==> src/design/qlt_pkg.sv <==
// ----------------------------------------------------------------------------
// qlt_pkg
// Shared types, constants and helpers for the Q-learning table step block.
// ----------------------------------------------------------------------------
package qlt_pkg;

    localparam int DEF_NUM_STATES  = 128;
    localparam int DEF_NUM_ACTIONS = 4;

    localparam int Q_W    = 24;
    localparam int OPND_W = 26;
    localparam int RATE_W = 9;
    localparam int CFG_IDX_W = 2;

    localparam int STATE_IN_W  = 7;
    localparam int REWARD_W    = 8;
    localparam int DRAW_W      = 8;
    localparam int RAND_ACT_W  = 2;
    localparam int OUT_ACT_W   = 2;
    localparam int S_TDATA_W   = 32;
    localparam int M_TDATA_W   = 8;

    localparam logic [RATE_W-1:0] RATE_ONE = 9'd256;

    localparam logic [RATE_W-1:0] LEARN_RATE_RST    = 9'd256;
    localparam logic [RATE_W-1:0] DISCOUNT_RST      = 9'd128;
    localparam logic [RATE_W-1:0] EXPLORE_LEVEL_RST = 9'd230;

    localparam logic [CFG_IDX_W-1:0] REG_LEARN_RATE    = 2'd0;
    localparam logic [CFG_IDX_W-1:0] REG_DISCOUNT      = 2'd1;
    localparam logic [CFG_IDX_W-1:0] REG_EXPLORE_LEVEL = 2'd2;

    localparam logic signed [Q_W:0] Q_MAX = 25'sd8388607;
    localparam logic signed [Q_W:0] Q_MIN = -25'sd8388608;

    typedef logic signed [Q_W-1:0]    q_value_t;
    typedef logic signed [OPND_W-1:0] opnd_t;

    typedef struct packed {
        logic              start;
        logic [RATE_W-1:0] rate;
        opnd_t             operand;
    } scale_req_t;

    function automatic logic [RATE_W-1:0] rate_sat(input logic [RATE_W-1:0] r);
        return (r > RATE_ONE) ? RATE_ONE : r;
    endfunction

    // Reduce a 7-bit index by a constant modulus with restoring steps.
    function automatic logic [9:0] reduce_mod(input logic [STATE_IN_W-1:0] value,
                                               input int unsigned modulus);
        logic [17:0] rem;
        logic [17:0] step;
        rem = {11'b0, value};
        for (int k = STATE_IN_W - 1; k >= 0; k--)
        begin
            step = 18'(modulus) << k;
            if (rem >= step)
            begin
                rem = rem - step;
            end
        end
        return rem[9:0];
    endfunction

endpackage

==> src/design/qlt_scale.sv <==
// ----------------------------------------------------------------------------
// qlt_scale
// Shared scaling unit: floor(rate * operand / 256); the operands are registered, then the product.
// ----------------------------------------------------------------------------
module qlt_scale (
    input  logic                clk,
    input  qlt_pkg::scale_req_t req,
    output qlt_pkg::opnd_t      result
);

    localparam int PROD_W = qlt_pkg::OPND_W + qlt_pkg::RATE_W + 1;

    logic [qlt_pkg::RATE_W-1:0] rate_reg;
    qlt_pkg::opnd_t             opnd_reg;
    logic signed [PROD_W-1:0]   prod_reg;

    always_ff @(posedge clk)
    begin
        if (req.start)
        begin
            rate_reg <= req.rate;
            opnd_reg <= req.operand;
        end
        prod_reg <= $signed({1'b0, rate_reg}) * opnd_reg;
    end

    // drop the low byte: arithmetic shift floors toward minus infinity
    assign result = prod_reg[qlt_pkg::OPND_W+7:8];

endmodule

==> config.mk <==
export PLATFORM = sky130hd
export DESIGN_NAME = qlt_scale
export DESIGN_NICKNAME = d
export VERILOG_FILES = /design/src/design/qlt_pkg.sv /design/src/design/qlt_scale.sv
export SDC_FILE = /design/constraint.sdc
export NUM_CORES = 1
export LEC_CHECK = 0
export BUFFER_PORTS_ARGS = -buffer_cell sky130_fd_sc_hd__buf_2
export CAP_MARGIN = 20
export CORE_MARGIN = 4
export CORE_UTILIZATION = 35
export CTS_CLUSTER_DIAMETER = 100
export CTS_CLUSTER_SIZE = 14
export DETAILED_ROUTE_END_ITERATION = 16
export GPL_ROUTABILITY_DRIVEN = 0
export MAX_ROUTING_LAYER = met4
export PLACE_DENSITY_LB_ADDON = 0.08
export SYNTH_ARGS = -nofsm -noshare
export SYNTH_HDL_FRONTEND = slang
export SYNTH_SLANG_ARGS = --single-unit
==> constraint.sdc <==
create_clock -name clk -period 6 [get_ports clk]
set_input_delay 0.3 -clock clk [delete_from_list [all_inputs] [get_ports clk]]
set_output_delay 0.3 -clock clk [all_outputs]
set_load 0.02 [all_outputs]
==> summary.txt, run 1 <==
Status = finished clean
Largest net degree at the start of global routing = 36
Post-route DRC violation count = 0
DRT Pass-1 Iters = 4
Die area = 28500 µm²
Buffers on Ports = 62
Worst slew pin tran = 862 ps
Synth-to-layout area growth = 12.8%
Vias/cell = 4.58
Crit path launch = rate_reg[1]
FP Rows = 58
Synth area leader = fa_1
Unrepaired setup endpoints after global routing = false
Clock buffer depth = 2
Setup crit end kind = flop
Diodes inserted = 0
Worst path max stage delay = 550 ps
Hold_buf cts = 0
# IOs = 63
Seq cells post-synth = 61
Period utilization = 0.938
Vias post-DR = 6038
Worst-skew pair later-pin latency = 350 ps
Max Slew Vio Count = 0
Synth Warn # = 0
Critical Path RT = 6220 ps
Number of max-cap violations = 0
Grt ovf = 0
Fmax = 178 MHz
Total track usage = 0.177
Max-slew headroom = 0.425
Worst r2r src = rate_reg[1]
Vias in the first global route = 6903
Crit path top cell by count = fa_1
Min-delay worst type = primary input to flop
Placeable Area = 25300 µm²
Starting DRT DRC Count = 253
Reg-to-reg slack, setup = 370 ps
WP buf/inv = 6
Cell area after synthesis = 9040 µm²
WS Path Type = flop to flop
Drt wl/cell = 17.2 µm
Drt total wl = 22600 µm
Antenna viol nets, final = 0
Worst setup path endpoint = prod_reg[33]
Antenna violations before repair = 0
Top cell type's share of synthesized area = 0.408
Largest cells by area after synthesis = fa_1 41%, edfxtp_1 12%, ha_1 9.7%
Worst clock skew = 12.4 ps
Die width = 169 µm
Commonest cells in the synthesized netlist = 186 x inv_1, 184 x fa_1, 124 x and2_1, 120 x nand2_1, 70 x ha_1
TNS Setup = 0 ps
CTS tree = done
Worst-path cell chain = buf_4 > nand2_1 > fa_1 > inv_1 > fa_1 > inv_1 > fa_1 > inv_1 > fa_1 > fa_1 > ha_1 > nand2_1 > a21oi_1 > o21ai_1 > a211oi_2 > o21ai_1 > buf_4 > a31oi_1 > buf_4 > and4_1 > nor3_1
Share of layout cells above drive strength 1 = 0.112
Worst-path maximum fanout = 16
CTS Buf Count = 9
Sequential fraction of the synthesis area = 0.174
Crit path depth = 21
Post-synth EDFFs = 35
Chip Height = 169 µm
Worst Path Arrival = 5850 ps
Cells after Synth = 906
Family with the most delay on the worst path = adder cells
Final nets = 1273
Critical-path cell with the highest stage delay = fa_1
DP HPWL = 18300 µm
FFs w/ async S/R, synth = 0
Most frequent cell after synthesis = inv_1
FF-to-FF path depth = 21
Root Driver = clkbuf_16
Clk sinks = 61
Min Tclk post-route = 5630 ps
Avg Cell Area, Syn = 9.97 µm²
Main synth FF type = edfxtp_1
Clk slew on worst S/H paths = 70 ps
Crit path launch type = flop
Initial Util = 0.357
Post-Syn Nets = 1197
First-pass GRT wire length = 37700 µm
Setup-failing EPs final = 0
Final hold violation count = 0
RR Endpoint = prod_reg[33]
Unique masters post-synth = 36
Htree depth = 3
-- kinds of logic after synthesis --
family          synth area share
simple gates               0.164
fa+ha+maj                  0.505
buf+inv                   0.0881
flops                      0.174
compound gates            0.0403
xor+xnor                  0.0291
-- placed cells by master, fill, tap and decap left out, drive strengths merged, types with 19 or more instances in the layout --
| cell type | Yosys | layout |
|---|---|---|
| a21oi | 21 | 21 |
| and2 | 124 | 124 |
| buf | 2 | 91 |
| dfxtp | 26 | 26 |
| edfxtp | 35 | 35 |
| fa | 184 | 184 |
| ha | 70 | 70 |
| inv | 186 | 191 |
| nand2 | 120 | 120 |
| xnor2 | 19 | 19 |
-- area by class of cell --
type | count | area [µm²]
fillers | 2505 | 15100
multi-input cells | 633 | 6680
flip-flops and latches | 61 | 1570
inverters | 186 | 698
repair buffers | 91 | 541
well taps | 330 | 413
clock buffers | 9 | 225
clock inverters | 7 | 62.6
-- worst min path at each step --
stage / to / slack (ps) / cells after the start / from
finish: opnd_reg[19] / 120 / 1 / req[19]
global route: rate_reg[0] / 110 / 1 / req[26]
CTS: opnd_reg[23] / 100 / 1 / req[23]
detailed placement: opnd_reg[23] / 480 / 1 / req[23]
global placement: opnd_reg[14] / 480 / 1 / req[14]
floorplan: opnd_reg[0] / 400 / 0 / req[0]
-- repair_timing --
| action | CTS | global route |
|---|---|---|
| endpoints found under the hold margin | 0 | 0 |
| endpoints found under the setup margin | 0 | 5 |
| gates resized for setup | 0 | 3 |
| buffers inserted | 0 | 3 |
-- per-stage QoR --
stage / util / worst slack [ps] / instance area [µm²] / instances / hold slack [ps]
after CTS: 0.401 / 74.9 / 10200 / 1314 / 103
after global routing: 0.402 / 44.5 / 10200 / 1317 / 107
after global placement: 0.390 / 175 / 9870 / 1298 / 476
after detailed placement: 0.390 / 113 / 9870 / 1298 / 478
final: 0.402 / 370 / 10200 / 1317 / 121
after floorplan: - / 754 / 9040 / 906 / 399
-- per-layer routing --
layer / vias up / global-route usage / routed length (µm)
met5: - / - / 0
met4: 0 / 0.0381 / 369
met3: 24 / 0.0210 / 696
met2: 93 / 0.278 / 10400
met1: 3039 / 0.248 / 11100
li1: 2882 / - / -
Power of run 1 is left out: the tool's default activity adds up to more than one toggle a clock period on the data nets, which glitch-free logic cannot reach.
==> run 2: changes to the inputs <==
==> constraint.sdc (replaced) <==
create_clock -name clk -period 6.52 [get_ports clk]
set_input_delay 0.326 -clock clk [delete_from_list [all_inputs] [get_ports clk]]
set_output_delay 0.326 -clock clk [all_outputs]
set_load 0.02 [all_outputs]
==> run 2 against run 1 <==
Sequential share of layout area increased by 0.068 points. Final cell count decreased by 0.53%. Wire length increased by 1.7%. Critical path depth is 2 lower. Utilization decreased by 0.18 points. Worst setup slack better by 130 ps.
==> summary.txt, run 2 (same netlist as run 1, synthesis figures left out) <==
Share of layout cells above drive strength 1 = 0.103 (-0.00930)
Antenna violations before repair = 1 (+1)
Post-CTS resize count = 0 (unchanged)
Antenna viol nets, final = 0 (unchanged)
Clk sinks = 61 (unchanged)
Placeable Area = 25300 µm² (unchanged)
GR Layer Usage met1 = 0.244 (-0.00378)
Drt total wl = 23000 µm (+1.7%)
Busiest grt layer = met2
Setup-failing EPs final = 0 (unchanged)
M3 GR Usage = 0.0325 (+0.0114)
FP Rows = 58 (unchanged)
Vias in the first global route = 6971 (+0.99%)
CTS Buf Count = 9 (unchanged)
Setup WS pre-CTS = 485 ps (+372 ps)
Worst Path Arrival = 6290 ps (+440 ps)
Crit path launch type = flop
Final nets = 1265 (-0.63%)
Max Slew Vio Count = 0 (unchanged)
Worst slew pin tran = 892 ps (+30.1 ps)
Htree depth = 3 (unchanged)
Met2 Usage GRT = 0.284 (+0.00644)
Largest net degree at the start of global routing = 36 (unchanged)
Initial Util = 0.357 (unchanged)
Max-slew headroom = 0.405 (-0.0200)
Min Tclk post-route = 6020 ps (+389 ps)
WS Path Type = flop to flop
DRT Pass-1 Iters = 4 (unchanged)
Die area = 28500 µm² (unchanged)
DP HPWL = 18400 µm (+0.31%)
Min-delay worst type = primary input to flop
Placed cells = 1293 (-0.39%)
Grt ovf = 0 (unchanged)
Fillcell total = 2578 (+2.9%)
Fmax = 166 MHz (-6.5%)
TNS Setup = 0 ps (unchanged)
CTS tree = done
Vias/cell = 4.64 (+1.3%)
Drt wl/cell = 17.6 µm (+2.3%)
Total track usage = 0.180 (+0.00296)
Number of max-cap violations = 0 (unchanged)
Setup crit end kind = flop
Final hold violation count = 0 (unchanged)
Period utilization = 0.923 (-0.0151)
Starting DRT DRC Count = 251 (-0.79%)
Most frequent cells in the layout = 186 x inv_1, 184 x fa_1, 124 x and2_1
Final core occ = 0.401 (-0.00178)
Buffers on Ports = 62 (unchanged)
Critical Path RT = 6790 ps (+570 ps)
Worst clock skew = 14.0 ps (+1.53 ps)
Chip Height = 169 µm (unchanged)
Vias post-DR = 6082 (+0.73%)
Finished Layout Cells = 1310 (-0.53%)
Clk slew on worst S/H paths = 70 ps (about the same)
Root Driver = clkbuf_16
Hold_buf cts = 0 (unchanged)
First-pass GRT wire length = 38400 µm (+1.7%)
Clock buffer depth = 2 (unchanged)
Post-route DRC violation count = 0 (unchanged)
Post CTS Setup Buffer Count = 0 (unchanged)
Synth-to-layout area growth = 12.3%
Worst-path maximum fanout = 12 (-4)
Die width = 169 µm (unchanged)
Status = finished clean
Unrepaired setup endpoints after global routing = false
Most common cell after layout, fill and taps aside = inv_1
# IOs = 63 (unchanged)
Setup WS post-layout = 501 ps (+131 ps)
Worst-skew pair later-pin latency = 360 ps (about the same)
run 2: layout make-up:
class | instances | area [µm²] | area share
sequential | 61 | 1570 | 0.155
timing repair buffer | 83 | 493 | 0.0486
inverter | 186 | 698 | 0.0688
multi-input combinational | 633 | 6670 | 0.657
tap | 330 | 413 | 0.0407
clock buffer | 9 | 225 | 0.0222
clock inverter | 7 | 73.8 | 0.00728
antenna | 1 | 2.50 | 0.000247
run 2: path summary, 6_finish.rpt:
path,from,to,depth (start not counted),slack [ps]
worst min-delay path,req[24],opnd_reg[24],1,140
worst max-delay path,rate_reg[1],prod_reg[33],19,500
worst min register to register,opnd_reg[1],prod_reg[8],6,1210
worst max register to register,rate_reg[1],prod_reg[33],19,500
run 2: metal layers:
metal | share of wire | up-vias
met5 | 0 | -
met4 | 0.013 | 0
met3 | 0.036 | 17
met2 | 0.47 | 84
met1 | 0.48 | 3117
li1 | - | 2864
run 2: stage by stage:
| stage | area (µm²) | hold WS, ps |
|---|---|---|
| 3_5_place_dp | 9840 | 505 |
| 4_1_cts | 10100 | 130 |
| 5_1_grt | 10100 | 133 |
| 6_report | 10100 | 141 |
| 3_3_place_gp | 9840 | 503 |
| 2_1_floorplan | 9040 | 425 |
run 2: critical path, cell delays in order, from the launching register on:
cell	delay, ps
edfxtp_1	670
buf_4	280
nand2_1	90
fa_1	540
inv_1	50
fa_1	510
inv_1	60
fa_1	530
inv_1	50
fa_1	490
fa_1	420
ha_1	340
a21o_1	190
o21ai_0	550
a211oi_1	190
buf_4	200
o21ai_1	170
a31oi_1	200
and4_1	240
nor3_1	170
Power of run 2 is left out for the same reason.
